[src/rtl/core/pctd_pkg.sv]
`timescale 1ns / 1ps
// ----------------------------------------------------------------------------
// pctd_pkg
// Shared types, codes and default sizes of the prefix code table decoder.
// ----------------------------------------------------------------------------
package pctd_pkg;

	localparam int DEF_TABLE_DEPTH     = 256;
	localparam int DEF_MAX_CODE_LEN    = 16;
	localparam int DEF_MAX_SYMBOL_BITS = 8;

	// Request and result field widths.
	localparam int INDEX_W  = 8;
	localparam int CODE_W   = 16;
	localparam int LEN_W    = 5;
	localparam int SYMBOL_W = 8;

	// Configuration port.
	localparam int CFG_INDEX_W = 8;
	localparam int CFG_DATA_W  = 16;
	localparam int COUNT_W     = 9;
	localparam int SYMBITS_W   = 4;

	localparam logic [CFG_INDEX_W-1:0] REG_ENTRY_COUNT = CFG_INDEX_W'(0);
	localparam logic [CFG_INDEX_W-1:0] REG_SYMBOL_BITS = CFG_INDEX_W'(1);

	localparam logic [SYMBITS_W-1:0] SYMBOL_BITS_RESET = SYMBITS_W'(2);

	localparam logic OP_LOAD = 1'b0;
	localparam logic OP_BIT  = 1'b1;

	localparam logic ST_SYMBOL   = 1'b0;
	localparam logic ST_OVERFLOW = 1'b1;

	typedef struct packed {
		logic [CODE_W-1:0]   code;
		logic [LEN_W-1:0]    len;
		logic [SYMBOL_W-1:0] sym;
	} entry_t;

	typedef struct packed {
		logic                valid;
		logic [SYMBOL_W-1:0] symbol;
		logic                status;
	} res_t;

	typedef enum logic [1:0] {
		S_IDLE,
		S_SCAN,
		S_PUSH
	} scan_state_t;

endpackage

[src/rtl/core/pctd_ifs.sv]
`timescale 1ns / 1ps
// ----------------------------------------------------------------------------
// pctd channel interfaces
// Request, result and configuration channels with valid/ready handshakes.
// ----------------------------------------------------------------------------
interface pctd_req_if
	import pctd_pkg::*;
();
	logic                valid;
	logic                ready;
	logic                op;
	logic                code_bit;
	logic [INDEX_W-1:0]  entry_index;
	logic [CODE_W-1:0]   entry_code;
	logic [LEN_W-1:0]    entry_code_len;
	logic [SYMBOL_W-1:0] entry_symbol;

	modport source (output valid, op, code_bit, entry_index, entry_code, entry_code_len,
		entry_symbol, input ready);
	modport sink (input valid, op, code_bit, entry_index, entry_code, entry_code_len,
		entry_symbol, output ready);
endinterface


[src/rtl/core/pctd_scan.sv]
`timescale 1ns / 1ps
// ----------------------------------------------------------------------------
// pctd_scan
// Request handling, pending code register and the table search sequencer.
// ----------------------------------------------------------------------------
module pctd_scan
	import pctd_pkg::*;
#(
	parameter int TABLE_DEPTH     = DEF_TABLE_DEPTH,
	parameter int MAX_CODE_LEN    = DEF_MAX_CODE_LEN,
	parameter int MAX_SYMBOL_BITS = DEF_MAX_SYMBOL_BITS
) (
	input  logic                           clk,
	input  logic                           arst_n,
	pctd_req_if.sink                       req,
	input  logic [COUNT_W-1:0]             entry_count,
	input  logic [SYMBITS_W-1:0]           symbol_bits,
	output logic                           mem_we,
	output logic [$clog2(TABLE_DEPTH)-1:0] mem_waddr,
	output entry_t                         mem_wdata,
	output logic                           mem_re,
	output logic [$clog2(TABLE_DEPTH)-1:0] mem_raddr,
	input  entry_t                         mem_rdata,
	output res_t                           res,
	input  logic                           res_take
);

	localparam int AW   = $clog2(TABLE_DEPTH);
	localparam int CNTW = $clog2(TABLE_DEPTH + 1);
	localparam int LW   = $clog2(MAX_CODE_LEN + 1);
	localparam int CW   = (MAX_CODE_LEN > CODE_W) ? MAX_CODE_LEN : CODE_W;

	scan_state_t state_q, state_d;

	logic [MAX_CODE_LEN-1:0] pend_code_q;
	logic [LW-1:0]           pend_len_q;
	logic [CNTW-1:0]         idx_q;
	logic                    rd_vld_s1;
	logic [SYMBOL_W-1:0]     res_sym_q;
	logic                    res_status_q;

	logic            accept, load_req, bit_req;
	logic [CNTW-1:0] count_eff;
	logic            issue, hit, exhausted, overflow_end;
	logic [CW-1:0]   code_mask;
	logic [4:0]      sym_width;
	logic [31:0]     sym_masked;

	assign req.ready = (state_q == S_IDLE);
	assign accept    = req.valid && req.ready;
	assign load_req  = accept && (req.op == OP_LOAD);
	assign bit_req   = accept && (req.op == OP_BIT);

	// Loads aimed past the end of the table are dropped.
	assign mem_we    = load_req && (32'(req.entry_index) < TABLE_DEPTH);
	assign mem_waddr = AW'(req.entry_index);
	assign mem_wdata = '{code: req.entry_code, len: req.entry_code_len,
		sym: req.entry_symbol};

	assign count_eff = (32'(entry_count) > TABLE_DEPTH) ? CNTW'(TABLE_DEPTH)
		: CNTW'(entry_count);

	// Compare stage: the entry read last cycle against the pending code.
	assign code_mask = (CW'(1) << mem_rdata.len) - CW'(1);
	assign hit = rd_vld_s1 && (mem_rdata.len != '0)
		&& (32'(mem_rdata.len) == 32'(pend_len_q))
		&& ((CW'(mem_rdata.code) & code_mask) == CW'(pend_code_q));

	assign issue     = (state_q == S_SCAN) && (idx_q < count_eff) && !hit;
	assign mem_re    = issue;
	assign mem_raddr = idx_q[AW-1:0];

	assign exhausted    = (state_q == S_SCAN) && !rd_vld_s1 && (idx_q >= count_eff);
	assign overflow_end = exhausted && (32'(pend_len_q) >= MAX_CODE_LEN);

	assign sym_width = (5'(symbol_bits) > 5'(MAX_SYMBOL_BITS)) ? 5'(MAX_SYMBOL_BITS)
		: 5'(symbol_bits);
	assign sym_masked = 32'(mem_rdata.sym) & ((32'd1 << sym_width) - 32'd1);

	assign res = '{valid: (state_q == S_PUSH), symbol: res_sym_q, status: res_status_q};

	always_ff @(posedge clk or negedge arst_n) begin
		if (!arst_n) begin
			state_q <= S_IDLE;
		end else begin
			state_q <= state_d;
		end
	end

	always_comb begin
		state_d = state_q;
		case (state_q)
			S_IDLE: begin
				if (bit_req) begin
					state_d = S_SCAN;
				end
			end
			S_SCAN: begin
				if (hit || overflow_end) begin
					state_d = S_PUSH;
				end else if (exhausted) begin
					state_d = S_IDLE;
				end
			end
			S_PUSH: begin
				if (res_take) begin
					state_d = S_IDLE;
				end
			end
			default: state_d = S_IDLE;
		endcase
	end

	always_ff @(posedge clk or negedge arst_n) begin
		if (!arst_n) begin
			pend_code_q <= '0;
			pend_len_q  <= '0;
			idx_q       <= '0;
			rd_vld_s1   <= 1'b0;
		end else begin
			rd_vld_s1 <= issue;
			if (bit_req) begin
				idx_q <= '0;
			end else if (issue) begin
				idx_q <= idx_q + CNTW'(1);
			end
			if (hit || overflow_end) begin
				pend_code_q <= '0;
				pend_len_q  <= '0;
			end else if (bit_req && (32'(pend_len_q) < MAX_CODE_LEN)) begin
				pend_code_q <= {pend_code_q[MAX_CODE_LEN-2:0], req.code_bit};
				pend_len_q  <= pend_len_q + LW'(1);
			end
		end
	end

	always_ff @(posedge clk) begin
		if (hit) begin
			res_sym_q    <= sym_masked[SYMBOL_W-1:0];
			res_status_q <= ST_SYMBOL;
		end else if (overflow_end) begin
			res_sym_q    <= '0;
			res_status_q <= ST_OVERFLOW;
		end
	end

endmodule

[src/flat_wrapper.sv]
// flat-port wrapper written by rule: the top's interface ports become plain ports
module pctd_scan_flat import pctd_pkg::*;
#(
	parameter int TABLE_DEPTH     = DEF_TABLE_DEPTH,
	parameter int MAX_CODE_LEN    = DEF_MAX_CODE_LEN,
	parameter int MAX_SYMBOL_BITS = DEF_MAX_SYMBOL_BITS
)
  (clk, arst_n, entry_count, symbol_bits, mem_we, mem_waddr, mem_wdata, mem_re, mem_raddr, mem_rdata, res, res_take, req_valid, req_op, req_code_bit, req_entry_index, req_entry_code, req_entry_code_len, req_entry_symbol, req_ready);
  pctd_req_if req_i ();
  input  logic clk;
  input  logic arst_n;
  input  logic [COUNT_W-1:0] entry_count;
  input  logic [SYMBITS_W-1:0] symbol_bits;
  output logic mem_we;
  output logic [$clog2(TABLE_DEPTH)-1:0] mem_waddr;
  output entry_t mem_wdata;
  output logic mem_re;
  output logic [$clog2(TABLE_DEPTH)-1:0] mem_raddr;
  input  entry_t mem_rdata;
  output res_t res;
  input  logic res_take;
  input wire logic [$bits(req_i.valid)-1:0] req_valid;
  input wire logic [$bits(req_i.op)-1:0] req_op;
  input wire logic [$bits(req_i.code_bit)-1:0] req_code_bit;
  input wire logic [$bits(req_i.entry_index)-1:0] req_entry_index;
  input wire logic [$bits(req_i.entry_code)-1:0] req_entry_code;
  input wire logic [$bits(req_i.entry_code_len)-1:0] req_entry_code_len;
  input wire logic [$bits(req_i.entry_symbol)-1:0] req_entry_symbol;
  output wire logic [$bits(req_i.ready)-1:0] req_ready;
  assign req_i.valid = req_valid;
  assign req_i.op = req_op;
  assign req_i.code_bit = req_code_bit;
  assign req_i.entry_index = req_entry_index;
  assign req_i.entry_code = req_entry_code;
  assign req_i.entry_code_len = req_entry_code_len;
  assign req_i.entry_symbol = req_entry_symbol;
  assign req_ready = req_i.ready;
  pctd_scan #(.TABLE_DEPTH(TABLE_DEPTH), .MAX_CODE_LEN(MAX_CODE_LEN), .MAX_SYMBOL_BITS(MAX_SYMBOL_BITS)) u_core (.clk(clk), .arst_n(arst_n), .req(req_i), .entry_count(entry_count), .symbol_bits(symbol_bits), .mem_we(mem_we), .mem_waddr(mem_waddr), .mem_wdata(mem_wdata), .mem_re(mem_re), .mem_raddr(mem_raddr), .mem_rdata(mem_rdata), .res(res), .res_take(res_take));
endmodule
[config.mk]
export PLATFORM = sky130hd
export DESIGN_NAME = pctd_scan_flat
export DESIGN_NICKNAME = d
export VERILOG_FILES = /design/src/rtl/core/pctd_pkg.sv /design/src/rtl/core/pctd_ifs.sv /design/src/rtl/core/pctd_scan.sv /design/src/flat_wrapper.sv
export SDC_FILE = /design/constraint.sdc
export NUM_CORES = 1
export LEC_CHECK = 0
export ABC_AREA = 1
export BUFFER_PORTS_ARGS = -buffer_cell sky130_fd_sc_hd__buf_4
export CAP_MARGIN = 30
export CORE_ASPECT_RATIO = 1.4
export CORE_MARGIN = 5
export CORE_UTILIZATION = 49
export CTS_CLUSTER_SIZE = 28
export DETAILED_ROUTE_END_ITERATION = 7
export PLACE_DENSITY_LB_ADDON = 0.08
export SLEW_MARGIN = 20
export SYNTH_ARGS = -nofsm -noshare
export SYNTH_HDL_FRONTEND = slang
export SYNTH_SLANG_ARGS = --single-unit
[constraint.sdc]
create_clock -name clk -period 2.38 [get_ports clk]
set_input_delay 0.119 -clock clk [delete_from_list [all_inputs] [get_ports clk]]
set_output_delay 0.119 -clock clk [all_outputs]
set_load 0.01 [all_outputs]
# Word level (Yosys, flattened, before mapping)
# Index checks and enable logic that the tools add are counted.
[classes] n_bitwise=3 mul=0 n_lt_le_gt_ge=6 n_reduce_logical=21 shift=2 div=0 addsub=4 eq_ne=7 mux=15
[ops] operator="$mux 16" count=2
[ops] operator="$mux 9" count=3
[ops] operator="$and 16x16->16" count=1
[ops] operator="$eq 16x16->1" count=1
[ops] operator="$mux 8" count=2
[ops] operator="$shl 1x5->16 const A" count=1
[ops] operator="$sub 16x2->16 const B" count=1
[ops] operator="$logic_and 1x1->1" count=12
[ops] operator="$mux 5" count=2
[ops] operator="$add 9x1->9 const B" count=1
[ops] operator="$ge 9x9->1" count=1
[ops] operator="$gt 9x9->1 const B" count=1
[ops] operator="$lt 9x9->1" count=1
[ops] operator="$and 8x8->8" count=1
[ops] operator="$mux 2" count=4
[ops] operator="$shl 1x5->8 const A" count=1
[ops] operator="$sub 8x1->8 const B" count=1
[ops] operator="$pmux 2 s3" count=1
[ops] operator="$reduce_bool 2->1" count=3
[ops] operator="$add 5x1->5 const B" count=1
[ops] operator="$eq 5x5->1" count=1
[ops] operator="$ge 5x5->1 const B" count=1
[ops] operator="$lt 5x5->1 const B" count=1
[ops] operator="$reduce_bool 5->1" count=1
[ops] operator="other kinds (12)" count=13
[totals] reg_bits=42 ramBits=0 wordCells=65 rom_bits=0 latch_bits=0 output_inout_bits=58 memories=0 inputBits=85

# Logic depth before layout (Yosys ltp)
[logic_depth] ltp_word=9 ltp_mapped=18 depth_no_buf=17

# Least setup slack after synthesis
# Ideal clock, no wire load.
[synth_timing] kind="input to register" from="input port entry_count[0]" to="register u_core.res_sym_q[0] (enable)" n_path_buf=1 setup_slack_ns=0.076 path_stages=13 t_arrival_ns=1.996 required_ns=2.071 setup_time_ns=0.309 path_cell_list="nor4_1 a21oi_1 inv_1 nand2_1 ha_1 nand2_1 nor4b_1 and2_1 o21ai_0 nor2_1 inv_1 nand2_1 buf_4"
[synth_via] elab_chain_cells=6
[synth_rtl] element="from (decl)" line_no="flat_wrapper.sv:12" source="input logic [COUNT_W-1:0] entry_count;"
[synth_rtl] element="$gt 9x9->1" line_no="pctd_scan.sv:60" source="assign count_eff = (32'(entry_count) > TABLE_DEPTH) ? CNTW'(TABLE_DEPTH)"
[synth_rtl] element="$mux 9 *" line_no="pctd_scan.sv:60"
[synth_rtl] element="$ge 9x9->1 *" line_no="pctd_scan.sv:73" source="assign exhausted = (state_q == S_SCAN) && !rd_vld_s1 && (idx_q >= count_eff);"
[synth_rtl] element="$logic_and 1x1->1 *" line_no="pctd_scan.sv:73"
[synth_rtl] element="$logic_and 1x1->1 *" line_no="pctd_scan.sv:74" source="assign overflow_end = exhausted && (32'(pend_len_q) >= MAX_CODE_LEN);"
[synth_rtl] element="$reduce_bool 2->1 (no line) *"
[synth_rtl] element="to (signal assigned)" line_no="pctd_scan.sv:139" source="res_sym_q <= sym_masked[SYMBOL_W-1:0];"
[synth_rtl] element="to (decl)" line_no="pctd_scan.sv:39" source="logic [SYMBOL_W-1:0] res_sym_q;"
# Mark *: on every way between the ends. The rest lies on a longest branch, timed or not.
# A chain may end at the register's enable or synchronous reset.

# Worst setup path in the final report
[layout_timing] from="input port entry_count[7]" to="output port mem_re"
[layout_via] elab_chain_cells=5
[layout_rtl] element="$gt 9x9->1" line_no="pctd_scan.sv:60"
[layout_rtl] element="$mux 9 *" line_no="pctd_scan.sv:60"
[layout_rtl] element="$lt 9x9->1 *" line_no="pctd_scan.sv:69" source="assign issue = (state_q == S_SCAN) && (idx_q < count_eff) && !hit;"
[layout_rtl] element="$logic_and 1x1->1 * (2 in a row)" line_no="pctd_scan.sv:69"
[layout_rtl] element="to (decl)" line_no="flat_wrapper.sv:17" source="output logic mem_re;"
# Marks and branches as above.

==> results.ini <==
[status]
status = completed

[routing]
vias_per_cell = 5.072
vias = 3317
drt-total-wl_um = 8746
drt-pass1-iter-count = 5
drt_iter0_markers = 129
drc = 0
wl_per_cell_um = 13.37
detail-route-antenna-nets = 0

[global_routing]
use_met1 = 0.2347
grt_usage = 0.2030
top_usage_layer = met2
use_met2 = 0.3677
met3_usage = 0.02131
antenna_found_initial = 0
grt_overflow = 0
grt_max_degree = 34
grt_pass1_vias = 3267
grt_pass1_wl_um = 14390

[clocking]
clock_sinks = 42
cts_tree = built
clk_pin_slew_ns = 0.08
insertion_delay_ns = 0.29
cts_buffer_depth = 2
root_buffer = clkbuf_8
cts-htree-levels = 2
numCtsBuffers = 5

[power]
powerDensity_nw_per_um2 = 812.8
irDropWorstVdd_mv = 0.6414
leakage_nw = 2.179

[timing]
whs_ns = 0.06809
finalClockSkew_ns = 0.007107
tns_ns = 0
setup_violations = 0
slew_headroom = 0.7180
final-hold-violation-count = 0
period_share = 0.9460
min_period_ns = 2.251
drv_slew = 0
max_freq_ghz = 0.4442
worst_slew_pin_slew_ns = 0.4231

[synthesis]
synth_most_common_cell = nand2_1
synth_mux_area_frac = 0
syn-num-nets = 608
avgSynthCellArea_um2 = 6.847
ys_top_cells_by_count = nand2_1, nor2_1, inv_1
netlist_area_um2 = 3492
synth_ff_type = dfrtp_1
synth-simple-area-share = 0.3730
yosys.area_share.xor_xnor = 0.03010
yosysTopAreaCellShare = 0.2365
ys_async_sr_fraction = 0.7857
ys_top_cells_by_area = dfrtp_1, nand2_1, buf_4
synthDistinctLibCells = 36
synth_top_family_by_area = simple AND/OR/NAND/NOR gates
synth_edf_count = 8
synth_top_area_cell = dfrtp_1
ys_ff_latch = 42
syn_inst = 510
seq_area_frac_synth = 0.3110
synth_fa_ha_area_frac = 0.04658
synth-compound-area-share = 0.05876
yosysWarningCount = 0

[critical_path]
cp_max_fo = 7
crit_arrival_ns = 2.13
crit_path_start_kind = primary input
end_kind = output pin
critPathKind = primary input to output pin
cp_data_required_time_ns = 2.26
reg2regPathDepth = 9

[floorplanning]
ios = 143
die_y_um = 109.9
die_w_um = 81.35
row_count = 36
coreArea_um2 = 6937
start_util = 0.5034
die_area_um2 = 8939

[final_layout]
synthToLayoutAreaGrowth_pct = 18.56
antennaDiodeCount = 0
nNetsFinal = 656
fillers = 708
final_layout_size_suffix_gt1_frac = 0.2326

[placement]
io_buffer_count = 68
hpwl_um = 6918
routabilityCongestion = 0.8739

[min_path]
hold_path.class = primary input to register
hold_depth = 4

[run]
drv_cap = 0

## critical path, stage by stage
cell,delay [ns]
buf_4,0.12
nor4_4,0.29
a21oi_2,0.11
inv_2,0.12
nand2_1,0.06
ha_1,0.27
nand2_1,0.15
nor2_1,0.09
nand3b_1,0.10
o2111ai_2,0.14
nor2_2,0.16
inv_1,0.05
o21bai_4,0.17
inv_1,0.07
buf_4,0.12
## power by group
group          switching, mW  internal [mW]  leakage [nW]
clock network          0.238          0.314        0.0557
logic                  0.912          0.716          1.63
registers              0.207          0.978         0.495
total                   1.36           2.01          2.18
## logic make-up after synthesis
family	count (synthesis)
compound gates	36
xor+xnor	12
fa+ha+maj	13
buf+inv	112
flops	42
simple gates	295
## timing repair
item	CTS	global route
setup endpoints to repair	30	37
resized for setup	2	17
pin swaps	1	4
endpoints found under the hold margin	33	0
hold buffers	1	0
gates cloned	0	0
setup buffers	1	2
## layout by cell type (no fill, tap or decap), types with 2 or more instances in the layout
master    count
buf_4        95
nor2_4        2
nor3_2        2
nor2_2        4
inv_2         2
buf_6         2
nand3b_1      2
ha_1         11
clkbuf_8      5
o21ai_1       3
xnor2_1       3
nor3_1        3
nand3_2       3
a21oi_1       6
edfxtp_1      8
nand3_1      50
nor4_4        2
o21bai_1      2
xor2_1        9
dfrtp_1      33
nor3b_1       2
inv_1        51
a21oi_2       2
o21ai_0      20
inv_4         2
nand4_1      20
nand2_1     132
nor2_1       69
## worst paths after layout
check                                     from                  end  slack [ns]
hold / removal                        res_take    u_core.state_q[1]        0.07
hold reg to reg            u_core.res_status_q  u_core.res_status_q        0.49
min in group asynchronous               arst_n      u_core.idx_q[4]        0.30
max in group asynchronous               arst_n      u_core.idx_q[6]        1.76
setup reg to reg               u_core.idx_q[6]  u_core.res_sym_q[0]        0.20
setup / recovery                entry_count[7]               mem_re        0.13
## registers in the layout, indices dropped and copies added (netlist names)
name                 flops
u_core.idx_q             9
u_core.pend_len_q        5
u_core.state_q           2
u_core.rd_vld_s1         1
u_core.pend_code_q      16
u_core.res_status_q      1
u_core.res_sym_q         8
## stage by stage
stage                     cells    util  power, mW  setup slack [ns]  instance area (um^2)
final                       654  0.5969      3.365            0.1286                  4140
after global routing        654  0.5969      3.669          -0.07088                  4140
after CTS                   652  0.5830      3.318           0.06337                  4044
after detailed placement    642  0.5639      2.721           -0.3165                  3911
after global placement      642  0.5639      2.690           -0.1288                  3911
after floorplan             510       -      2.264           0.07580                  3492
## area by class of cell
type                            count  area [um^2]  area share
Multi-Input combinational cell    356         1856      0.4482
Inverter                           54        205.2     0.04956
Clock buffer                        6        72.57     0.01753
Clock inverter                      2        36.28    0.008764
Sequential cell                    42         1086      0.2623
Tap cell                           95        118.9     0.02871
Timing Repair Buffer               99        765.7      0.1850
## metal layers
layer / up-vias / wire length (um)
li1: 1687 / -
met1: 1507 / 3454
met2: 96 / 4635
met3: 27 / 409
met4: 0 / 246
met5: - / 0
(Power assumes the default switching activity.)
