## src/rtl/core/pctd_ram.sv

```systemverilog
`timescale 1ns / 1ps
// ----------------------------------------------------------------------------
// pctd_ram
// Generic single-write, single-read RAM with a registered read port.
// ----------------------------------------------------------------------------
module pctd_ram #(
	parameter int WIDTH = 8,
	parameter int DEPTH = 16
) (
	input  logic                     clk,
	input  logic                     we,
	input  logic [$clog2(DEPTH)-1:0] waddr,
	input  logic [WIDTH-1:0]         wdata,
	input  logic                     re,
	input  logic [$clog2(DEPTH)-1:0] raddr,
	output logic [WIDTH-1:0]         rdata
);

	logic [WIDTH-1:0] mem_q [DEPTH];

	always_ff @(posedge clk) begin
		if (we) begin
			mem_q[waddr] <= wdata;
		end
		if (re) begin
			rdata <= mem_q[raddr];
		end
	end

endmodule

```

## config.mk

```make
export PLATFORM = sky130hd
export DESIGN_NAME = pctd_ram
export DESIGN_NICKNAME = d
export VERILOG_FILES = /design/src/rtl/core/pctd_ram.sv
export SDC_FILE = /design/constraint.sdc
export NUM_CORES = 1
export LEC_CHECK = 0
export ABC_AREA = 1
export BUFFER_PORTS_ARGS = -buffer_cell sky130_fd_sc_hd__buf_2
export CORE_ASPECT_RATIO = 0.7
export CORE_UTILIZATION = 40
export DETAILED_ROUTE_END_ITERATION = 16
export HOLD_SLACK_MARGIN = 0.15
export RECOVER_POWER = 100
export SLEW_MARGIN = 40
export SYNTH_ARGS = -nofsm -noshare
export SYNTH_HDL_FRONTEND = slang
export SYNTH_SLANG_ARGS = --single-unit
export TNS_END_PERCENT = 20
```

## constraint.sdc

```tcl
create_clock -name clk -period 2.5 [get_ports clk]
set_input_delay 0.75 -clock clk [delete_from_list [all_inputs] [get_ports clk]]
set_output_delay 0.75 -clock clk [all_outputs]
set_load 0.005 [all_outputs]
```

-- Yosys cells after proc, flatten, opt, wreduce, memory -nomap -nowiden
Memory sizes are Yosys's and may differ from the RTL's. A register that Yosys moved wholly into a read port is not among the register bits.
Index checks and enable logic that the tools add are counted.
- memories kept: 1
- register bits: 0
- bits in latches: 0
- input port bits: 19
- bits in writable memories: 128
- output and inout bits: 8
- bits in read-only memories: 0
- word-level logic and storage cells: 3
- memories (memory ; depth ; width ; rd ports ; clocked after Yosys merged registers in ; wr ports ; line ; source):
    mem_q ; 16 ; 8 ; 1 ; 1 ; 1 ; 19 ; logic [WIDTH-1:0] mem_q [DEPTH];
- muxes and demuxes: 2
- multipliers: 0
- add/subtract/negate cells: 0
- equality and inequality tests: 0
- bitwise logic cells: 0
- reductions and logical operators: 0
- order comparisons: 0
- shift-type cells: 0
- div/mod/pow operators: 0
- operators with widths (kind ; count):
    $mux W1 ; 2

-- Logic depth before layout (Yosys ltp)
Gate-level depths: netlist of run 1.
- depth in word-level cells: 2
- mapped depth: 8

-- Worst setup path after synthesis of run 1
Ideal clock, no wire load.
- path kind: input to register
- start point: input waddr[2]
- end point: memory mem_q[10][0] (enable)
- setup time: 0.370 ns
- buffers on the path: 0
- required time: 2.130 ns
- cell stages on the path: 2
- slack: 0.799 ns
- arrival: 1.331 ns
- cells stage by stage: nand3b_1 > nor2_1
- RTL lines (item ; line ; source):
    from (decl) ; 12 ; input logic [$clog2(DEPTH)-1:0] waddr,
    to (decl) ; 19 ;
No word-level cell before the write port.

==> results of run 1 <==
## synth_stat cells
| master | n | share of area, % |
|---|---|---|
| sky130_fd_sc_hd__buf_1 | 1 | 0.064 |
| sky130_fd_sc_hd__buf_2 | 13 | 1.1 |
| sky130_fd_sc_hd__buf_4 | 4 | 0.51 |
| sky130_fd_sc_hd__buf_6 | 6 | 1.2 |
| sky130_fd_sc_hd__edfxtp_1 | 136 | 70 |
| sky130_fd_sc_hd__inv_1 | 100 | 6.4 |
| sky130_fd_sc_hd__inv_2 | 2 | 0.13 |
| sky130_fd_sc_hd__nand2_1 | 173 | 11 |
| sky130_fd_sc_hd__nand3_1 | 97 | 8.3 |
| sky130_fd_sc_hd__nand3b_1 | 2 | 0.26 |
| sky130_fd_sc_hd__nor2_1 | 17 | 1.1 |
## worst register-to-register path, cell delays in order, from the launching register on
cell and delay, ps:
sky130_fd_sc_hd__edfxtp_1 350, sky130_fd_sc_hd__inv_1 60, sky130_fd_sc_hd__nand2_1 50, sky130_fd_sc_hd__nand3_1 140, sky130_fd_sc_hd__nand3_1 90, sky130_fd_sc_hd__nand3_1 100, sky130_fd_sc_hd__nand2_1 80
## state kept, by name, summed over array words and instances, names as in the netlist
| register | flops |
|---|---|
| mem_q | 128 |
| rdata | 8 |
## power by group
group	switching, mW	internal [mW]
registers	0.0174	2.57
logic	0.209	0.0876
clock network	0.894	1.54
## worst paths after layout
kind | from | endpoint
hold / removal | mem_q[2][4]$_DFFE_PP_ | rdata[4]$_DFFE_PP_
hold reg to reg | mem_q[2][4]$_DFFE_PP_ | rdata[4]$_DFFE_PP_
setup / recovery | raddr[1] | rdata[6]$_DFFE_PP_
setup reg to reg | mem_q[15][6]$_DFFE_PP_ | rdata[6]$_DFFE_PP_
## metal layers
metal / global-route usage [%] / wire [um] / share of wire, %
met5: 0 / 0 / 0
met3: 4.071 / 982 / 7.5
met4: 6.891 / 143 / 1.1
met1: 26.93 / 6369 / 48
met2: 28.64 / 5656 / 43
## per-stage QoR
stage               setup slack, ps  hold slack (ps)  util (%)  std cells  area, um^2
floorplan                     799.2            682.9         -        551        5847
global placement              541.0            713.0     44.41        768        6261
detailed placement            544.2            714.5     44.41        768        6261
CTS                           720.9            713.7     48.45        800        6830
global route                  469.3            784.8     47.91        800        6754
finish                        616.5            739.3     47.91        800        6754
## area by class of cell
type | instances | area [um^2]
Fill cell | 1302 | 7345
Inverter | 102 | 382.9
Tap cell | 190 | 237.7
Timing Repair Buffer | 51 | 266.5
Sequential cell | 136 | 4084
Clock buffer | 20 | 436.7
Clock inverter | 12 | 132.6
Multi-Input combinational cell | 289 | 1214
## logic make-up (layout without fill, tap and decap cells)
group	after synthesis	count (layout)	share of synthesized area (%)
DFF	136	136	69.85
and+or+nand+nor	289	289	20.76
buffers and inverters	126	185	9.394
==> out/qor.txt, run 1 <==
=====================================================================================
Syn_area_per_cell ......................................................   10.61 um^2
Type of element launching the critical path ............................   input port
TritonCTS sink count ...................................................          136
Cell row count .........................................................           36
CP peak stage delay ....................................................       810 ps
Iteration-0 DRC Markers ................................................          262
Crit-path slowest cell ................................................. sky130_fd_sc_hd__inv_1
Count of cells along the worst register-to-register path ...............            6
Final clock skew .......................................................     10.28 ps
Final-report hold violation count ......................................            0
CTS Hold Buffers Added .................................................            0
Arrival time at the worst endpoint .....................................      2160 ps
Number of cells on the worst hold path .................................            6
IO Count ...............................................................           27
Number of antenna violations at the first check in global routing ......            0
Most frequent standard cell in the layout excluding fill and tap cells . sky130_fd_sc_hd__nand2_1
Horizontal die dimension ...............................................     146.5 um
TritonCTS clock tree ...................................................        built
Flops & latches, synth .................................................          136
Final setup viols ......................................................            0
Max-slew violations ....................................................            0
Setup bufs post-CTS ....................................................            0
Crit-path most repeated cell ........................................... sky130_fd_sc_hd__nand3_1
Tmin final .............................................................      1883 ps
Die Span Y .............................................................     103.2 um
Net count, final .......................................................          616
DR DRC count ...........................................................            0
Number of buffers added by the clock tree synthesis step ...............           17
TNS Setup ..............................................................         0 ps
Share of synthesized area occupied by flip-flops and latches ...........       69.85%
Vias per cell ..........................................................        4.869
Layout area overhead ...................................................       15.51%
Leakage power ..........................................................     2.844 nW
Via count ..............................................................         3895
Max Buffers Root-to-Sink ...............................................            2
Netlist cell types .....................................................           11
Number of gates on the worst path with buffers counted .................            6
Worst slew pin tran ....................................................      1130 ps
Worst-case register-to-register setup slack ............................      1380 ps
Netlist area before placement ..........................................    5847 um^2
Buffers added on ports .................................................           26
First-pass GRT wire length .............................................     20730 um
Via count of the first global-routing pass .............................         3694
Kind of path behind the tightest hold check ............................      reg2reg
Max rail drop VDD ......................................................    0.5486 mV
Critical-path maximum fanout ...........................................           32
Clk pin slew, worst setup/hold paths ...................................        60 ps
F_max ..................................................................    530.9 MHz
Buffers & Inverters on Critical Path ...................................            2
Die outline area .......................................................   15110 um^2
Clock root cell ........................................................ sky130_fd_sc_hd__clkbuf_16
Post-layout power ......................................................     5.324 mW
Layout cells sized above 1 .............................................       7.869%
Sum of net half-perimeters after detailed placement ....................      8515 um
Power density over the cells ........................................... 788.3 nW/um^2
Aggregate global routing overflow ......................................            0
Pin count of the biggest net entering global routing ...................           34
Chain of cells forming the critical path ............................... clkbuf_1, inv_1, nand3_1, nand3_1, nand3_1, nand2_1
Max Cap Viol ...........................................................            0
Max-slew headroom at the worst pin .....................................       24.57%
Highest-count cells in the layout ignoring fill and taps ............... sky130_fd_sc_hd__nand2_1 (173), sky130_fd_sc_hd__edfxtp_1 (136), sky130_fd_sc_hd__inv_1 (101)
Post-Synthesis Net Count ...............................................          570
Gpl congestion .........................................................       0.8632
RSZ-0062 raised after global routing ...................................        false
Aggregate routed wire length ...........................................     13150 um
Initial Util ...........................................................       41.47%
Number of standard cells after synthesis ...............................          551
Outcome ................................................................ finished clean
Sort of element at the end of the critical path ........................    flip-flop
Clock Latency Late Sink ................................................       410 ps
Average wire per standard cell .........................................     16.44 um
Standard cell core area ................................................   14100 um^2
Final worst path period share ..........................................       75.34%
CP Class ...............................................................       in2reg
GRT Total Usage ........................................................       18.90%
# H-tree levels ........................................................            4
Top Family by Delay on Critical Path ................................... buffers and inverters
Number of warning messages in the yosys log ............................            0
ANT nets after route ...................................................            0
Number of inserted diodes ..............................................            0
Data required time of the worst path ...................................      2780 ps
Post_cts resized .......................................................            0
Number of iterations in the first detailed-routing pass ................            5
=====================================================================================
Power figures use the tool's default switching activity.
==> inputs of run 2 (changes only) <==
==> constraint.sdc (replaced) <==
create_clock -name clk -period 1.6 [get_ports clk]
set_input_delay 0.48 -clock clk [delete_from_list [all_inputs] [get_ports clk]]
set_output_delay 0.48 -clock clk [all_outputs]
set_load 0.005 [all_outputs]
==> out/qor.txt, run 2 (synthesis results as in run 1) <==
=====================================================================================
IO Count ...............................................................           27
Aggregate routed wire length ...........................................     13060 um
CTS Hold Buffers Added .................................................            0
ANT nets after route ...................................................            0
Most frequent standard cell in the layout excluding fill and tap cells . sky130_fd_sc_hd__nand2_1
F_max ..................................................................    666.5 MHz
Post_cts resized .......................................................            0
Average wire per standard cell .........................................     16.28 um
Sequential group share of total power ..................................        47.8%
Crit-path slowest cell ................................................. sky130_fd_sc_hd__edfxtp_1
Top Family by Delay on Critical Path ...................................   flip-flops
Comb power frac ........................................................         5.5%
Number of antenna violations at the first check in global routing ......            0
Sort of element at the end of the critical path ........................  output port
Highest-count cells in the layout ignoring fill and taps ............... sky130_fd_sc_hd__nand2_1 (173), sky130_fd_sc_hd__edfxtp_1 (136), sky130_fd_sc_hd__inv_1 (100)
CP peak stage delay ....................................................       450 ps
Initial Util ...........................................................       41.47%
Sum of net half-perimeters after detailed placement ....................      8443 um
Layout cells sized above 1 .............................................       8.660%
Number of iterations in the first detailed-routing pass ................            4
DR DRC count ...........................................................            0
First-pass GRT wire length .............................................     20350 um
Gpl congestion .........................................................       0.7856
Register name with the most flops ......................................        mem_q
Final clock skew .......................................................     6.665 ps
RSZ-0062 raised after global routing ...................................        false
Switching power share of the total .....................................       21.76%
Critical-path maximum fanout ...........................................            1
Net count, final .......................................................          618
Max rail drop VDD ......................................................    0.7595 mV
Standard cell core area ................................................   14100 um^2
Place WS ...............................................................    -25.37 ps
Cell row count .........................................................           36
Final setup viols ......................................................            0
Pin count of the biggest net entering global routing ...................           47
Data required time of the worst path ...................................      1120 ps
Number of inserted diodes ..............................................            0
Worst slew pin tran ....................................................     770.5 ps
Max Cap Viol ...........................................................            0
TritonCTS clock tree ...................................................        built
Power density over the cells ........................................... 1242 nW/um^2
Worst-case register-to-register setup slack ............................       490 ps
Layout area overhead ...................................................       16.50%
Buffers & Inverters on Critical Path ...................................            1
Tmin final .............................................................      1500 ps
Largest registers ...................................................... mem_q: 128 flops, rdata: 8 flops
Arrival time at the worst endpoint .....................................      1020 ps
FF/Latch Area ..........................................................    4084 um^2
Post-layout power ......................................................     8.460 mW
Footprint of the multi-input gates .....................................    1214 um^2
Flip-flop count of the largest register, all copies and words added ....          128
Number of buffers added by the clock tree synthesis step ...............           17
Max-slew headroom at the worst pin .....................................       48.63%
Buffers added on ports .................................................           26
Number of cells on the worst hold path .................................            1
Leakage power ..........................................................     2.855 nW
Final-report hold violation count ......................................            0
Power dissipated by switching net loads ................................     1.841 mW
Die outline area .......................................................   15110 um^2
Via count of the first global-routing pass .............................         3682
Setup bufs post-CTS ....................................................            0
Clk pin slew, worst setup/hold paths ...................................        60 ps
Cell-internal power ....................................................     6.619 mW
CP Class ...............................................................      reg2out
GRT Total Usage ........................................................       18.91%
Number of fill cells ...................................................         1297
Type of element launching the critical path ............................    flip-flop
Final worst path period share ..........................................       93.77%
Clock Latency Late Sink ................................................       420 ps
Worst Slack Setup Final ................................................     99.66 ps
Clock root cell ........................................................ sky130_fd_sc_hd__clkbuf_16
Die Span Y .............................................................     103.2 um
Max Buffers Root-to-Sink ...............................................            2
Kind of path behind the tightest hold check ............................       in2reg
Number of gates on the worst path with buffers counted .................            1
# H-tree levels ........................................................            4
Chain of cells forming the critical path ...............................        buf_2
Vias per cell ..........................................................        4.776
Aggregate global routing overflow ......................................            0
Clk network pwr share ..................................................        46.6%
Iteration-0 DRC Markers ................................................          259
Horizontal die dimension ...............................................     146.5 um
Count of cells along the worst register-to-register path ...............            6
Max-slew violations ....................................................            0
Via count ..............................................................         3830
Outcome ................................................................ finished clean
TritonCTS sink count ...................................................          136
=====================================================================================
[run 2: metrics by stage]
step / setup TNS (ps) / utilization [%] / cell area (um^2) / hold WS [ps] / cells
global placement: 0 / 44.60 / 6289 / 727.1 / 770
floorplan: 0 / - / 5847 / 578.9 / 551
CTS: 0 / 48.89 / 6893 / 437.4 / 802
finish: 0 / 48.31 / 6812 / 590.0 / 802
detailed placement: -50.13 / 44.60 / 6289 / 718.4 / 770
global route: 0 / 48.31 / 6812 / 589.0 / 802
[run 2: path summary, 6_finish.rpt]
path	end	startpoint
worst max-delay path	rdata[4]	rdata[4]$_DFFE_PP_
worst min-delay path	mem_q[11][2]$_DFFE_PP_	wdata[2]
worst max register to register	rdata[6]$_DFFE_PP_	mem_q[15][6]$_DFFE_PP_
worst min register to register	rdata[2]$_DFFE_PP_	mem_q[13][2]$_DFFE_PP_
[run 2: power groups by stage]
stage | sequential, mW | clock, mW | combinational [mW]
finish | 4.05 | 3.95 | 0.469
global route | 4.05 | 4.16 | 0.527
global placement | 4.12 | 0 | 0.475
detailed placement | 4.12 | 0 | 0.481
CTS | 4.04 | 3.99 | 0.486
floorplan | 4.11 | 0 | 0.281
[run 2: layer usage]
metal  share of wire (%)  vias to the layer above  wire (um)  GRT usage [%]
met2                  43                      111       5663          27.91
met3                 5.1                       16        669          3.673
met1                  50                     1825       6546          27.33
met5                   0                        -          0              0
li1                    -                     1878          -              -
met4                 1.4                        0        181          8.333
[run 2: final cells by class]
class	count	area share [%]
Timing Repair Buffer	53	4.243
Multi-Input combinational cell	289	17.82
Sequential cell	136	59.96
Clock inverter	14	2.572
Inverter	102	5.621
Clock buffer	18	6.301
Tap cell	190	3.490
==> inputs of run 3 (changes only) <==
--- a/config.mk
+++ b/config.mk
@@ -6,10 +6,9 @@
 export NUM_CORES = 1
 export LEC_CHECK = 0
 export ABC_AREA = 1
-export BUFFER_PORTS_ARGS = -buffer_cell sky130_fd_sc_hd__buf_2
-export CORE_ASPECT_RATIO = 0.7
 export CORE_UTILIZATION = 40
 export DETAILED_ROUTE_END_ITERATION = 16
+export DONT_BUFFER_PORTS = 1
 export HOLD_SLACK_MARGIN = 0.15
 export RECOVER_POWER = 100
 export SLEW_MARGIN = 40
==> constraint.sdc (replaced) <==
create_clock -name clk -period 1.75 [get_ports clk]
set_input_delay 0.525 -clock clk [delete_from_list [all_inputs] [get_ports clk]]
set_output_delay 0.525 -clock clk [all_outputs]
set_load 0.005 [all_outputs]
==> out/qor.txt, run 3 (synthesis results as in run 1) <==
=====================================================================================
Outcome ................................................................ finished clean
Clock root cell ........................................................ sky130_fd_sc_hd__clkbuf_16
TritonCTS clock tree ...................................................        built
Layout area overhead ...................................................       13.65%
Sequential group share of total power ..................................        48.4%
Layout cells sized above 1 .............................................       6.196%
Max Cap Viol ...........................................................            0
TNS Setup ..............................................................         0 ps
Aggregate routed wire length ...........................................     13110 um
Via count ..............................................................         3781
Flip-flop count of the largest register, all copies and words added ....          128
Number of antenna violations at the first check in global routing ......            0
Cell-internal power ....................................................     6.134 mW
Max-slew violations ....................................................            0
Worst slew pin tran ....................................................     644.1 ps
Die Span Y .............................................................     122.9 um
Clk network pwr share ..................................................        47.8%
Number of iterations in the first detailed-routing pass ................            4
Setup bufs post-CTS ....................................................            0
Vias per cell ..........................................................        4.968
Clock Latency Late Sink ................................................       420 ps
Type of element launching the critical path ............................    flip-flop
Net count, final .......................................................          587
# H-tree levels ........................................................            4
DR DRC count ...........................................................            0
Post_cts resized .......................................................            0
Horizontal die dimension ...............................................     122.9 um
Standard cell core area ................................................   14100 um^2
ANT nets after route ...................................................            0
Pin count of the biggest net entering global routing ...................           66
F_max ..................................................................    721.7 MHz
Number of fill cells ...................................................         1289
First-pass GRT wire length .............................................     20360 um
Power density over the cells ........................................... 1151 nW/um^2
RSZ-0062 raised after global routing ...................................        false
Via count of the first global-routing pass .............................         3491
TritonCTS sink count ...................................................          136
Critical-path maximum fanout ...........................................            1
Final-report hold violation count ......................................            0
GRT Total Usage ........................................................       19.17%
Final clock skew .......................................................     7.583 ps
Leakage power ..........................................................     2.780 nW
Register name with the most flops ......................................        mem_q
Max rail drop VDD ......................................................    0.6753 mV
Clk pin slew, worst setup/hold paths ...................................        60 ps
Max Buffers Root-to-Sink ...............................................            2
Final worst path period share ..........................................       79.18%
Sort of element at the end of the critical path ........................  output port
CP Class ...............................................................      reg2out
Highest-count cells in the layout ignoring fill and taps ............... sky130_fd_sc_hd__nand2_1 (173), sky130_fd_sc_hd__edfxtp_1 (136), sky130_fd_sc_hd__inv_1 (101)
Max-slew headroom at the worst pin .....................................       57.06%
Sum of net half-perimeters after detailed placement ....................      8287 um
Tmin final .............................................................      1386 ps
CTS Hold Buffers Added .................................................            0
Most frequent standard cell in the layout excluding fill and tap cells . sky130_fd_sc_hd__nand2_1
IO Count ...............................................................           27
Die outline area .......................................................   15100 um^2
Buffers added on ports .................................................            0
Cell row count .........................................................           43
Number of inserted diodes ..............................................            0
Arrival time at the worst endpoint .....................................       860 ps
Aggregate global routing overflow ......................................            0
Data required time of the worst path ...................................      1220 ps
Power dissipated by switching net loads ................................     1.515 mW
Average wire per standard cell .........................................     17.23 um
Core Util, Final .......................................................       47.14%
Gpl congestion .........................................................       0.8396
Iteration-0 DRC Markers ................................................          354
Switching power share of the total .....................................       19.81%
Kind of path behind the tightest hold check ............................       in2reg
Comb power frac ........................................................         3.8%
Initial Util ...........................................................       41.48%
Final setup viols ......................................................            0
Largest registers ...................................................... mem_q: 128 flops, rdata: 8 flops
Number of buffers added by the clock tree synthesis step ...............           17
=====================================================================================
## run 3: cell count changes in the layout (fill, tap and decap cells not counted)
cell                         delta
sky130_fd_sc_hd__clkinv_2       +2
sky130_fd_sc_hd__inv_2          -1
sky130_fd_sc_hd__buf_2          -9
sky130_fd_sc_hd__clkinvlp_4     -1
sky130_fd_sc_hd__buf_4          -4
sky130_fd_sc_hd__clkbuf_1      -18
sky130_fd_sc_hd__buf_12         -1
sky130_fd_sc_hd__inv_1          +1
sky130_fd_sc_hd__clkinv_4       -2
sky130_fd_sc_hd__clkinv_1       +3
sky130_fd_sc_hd__inv_6          -2
sky130_fd_sc_hd__bufinv_16      +1
## run 3: routing by layer
layer  global-route usage [%]  part of all wire, %  up-vias  wire (um)
met5                        0                    0        -          0
met4                    7.927                  1.8        0        231
met3                    3.967                  6.3       18        831
met2                    26.79                   43      135       5667
met1                    28.84                   49     1815       6378
li1                         -                    -     1813          -
## run 3: final cells by class
cell class                 count  area [um^2]  share of cell area (%)
sequential                   136         4084                   61.46
tap                          180        225.2                   3.389
clock buffer                  17        425.4                   6.402
timing repair buffer          22        130.1                   1.958
inverter                     102        382.9                   5.762
multi-input combinational    289         1214                   18.26
clock inverter                15        183.9                   2.768
## run 3: power by group through the flow
stage	Sequential [mW]	Combinational (mW)	Clock (mW)
finish	3.70	0.291	3.66
global route	3.71	0.330	3.86
CTS	3.70	0.297	3.71
detailed placement	3.77	0.295	0
global placement	3.77	0.293	0
floorplan	3.76	0.257	0
## run 3: final timing paths
path | from | to | slack (ps) | cells after the start
worst max-delay path | rdata[2]$_DFFE_PP_ | rdata[2] | 360 | 0
worst min-delay path | wdata[5] | mem_q[3][5]$_DFFE_PP_ | 200 | 0
worst max register to register | mem_q[7][5]$_DFFE_PP_ | rdata[5]$_DFFE_PP_ | 580 | 6
worst min register to register | mem_q[12][2]$_DFFE_PP_ | rdata[2]$_DFFE_PP_ | 760 | 6
## run 3: metrics by stage
stage               area (um^2)  worst slack (ps)  total power [mW]  cells  hold WS, ps
CTS                        6705             342.1             7.713    761        184.7
floorplan                  5847             274.2             4.013    551        623.9
finish                     6645             364.4             7.649    761        199.6
global placement           6096             194.5             4.060    729        624.8
global route               6645             335.6             7.902    761        183.0
detailed placement         6096             185.0             4.064    729        624.6
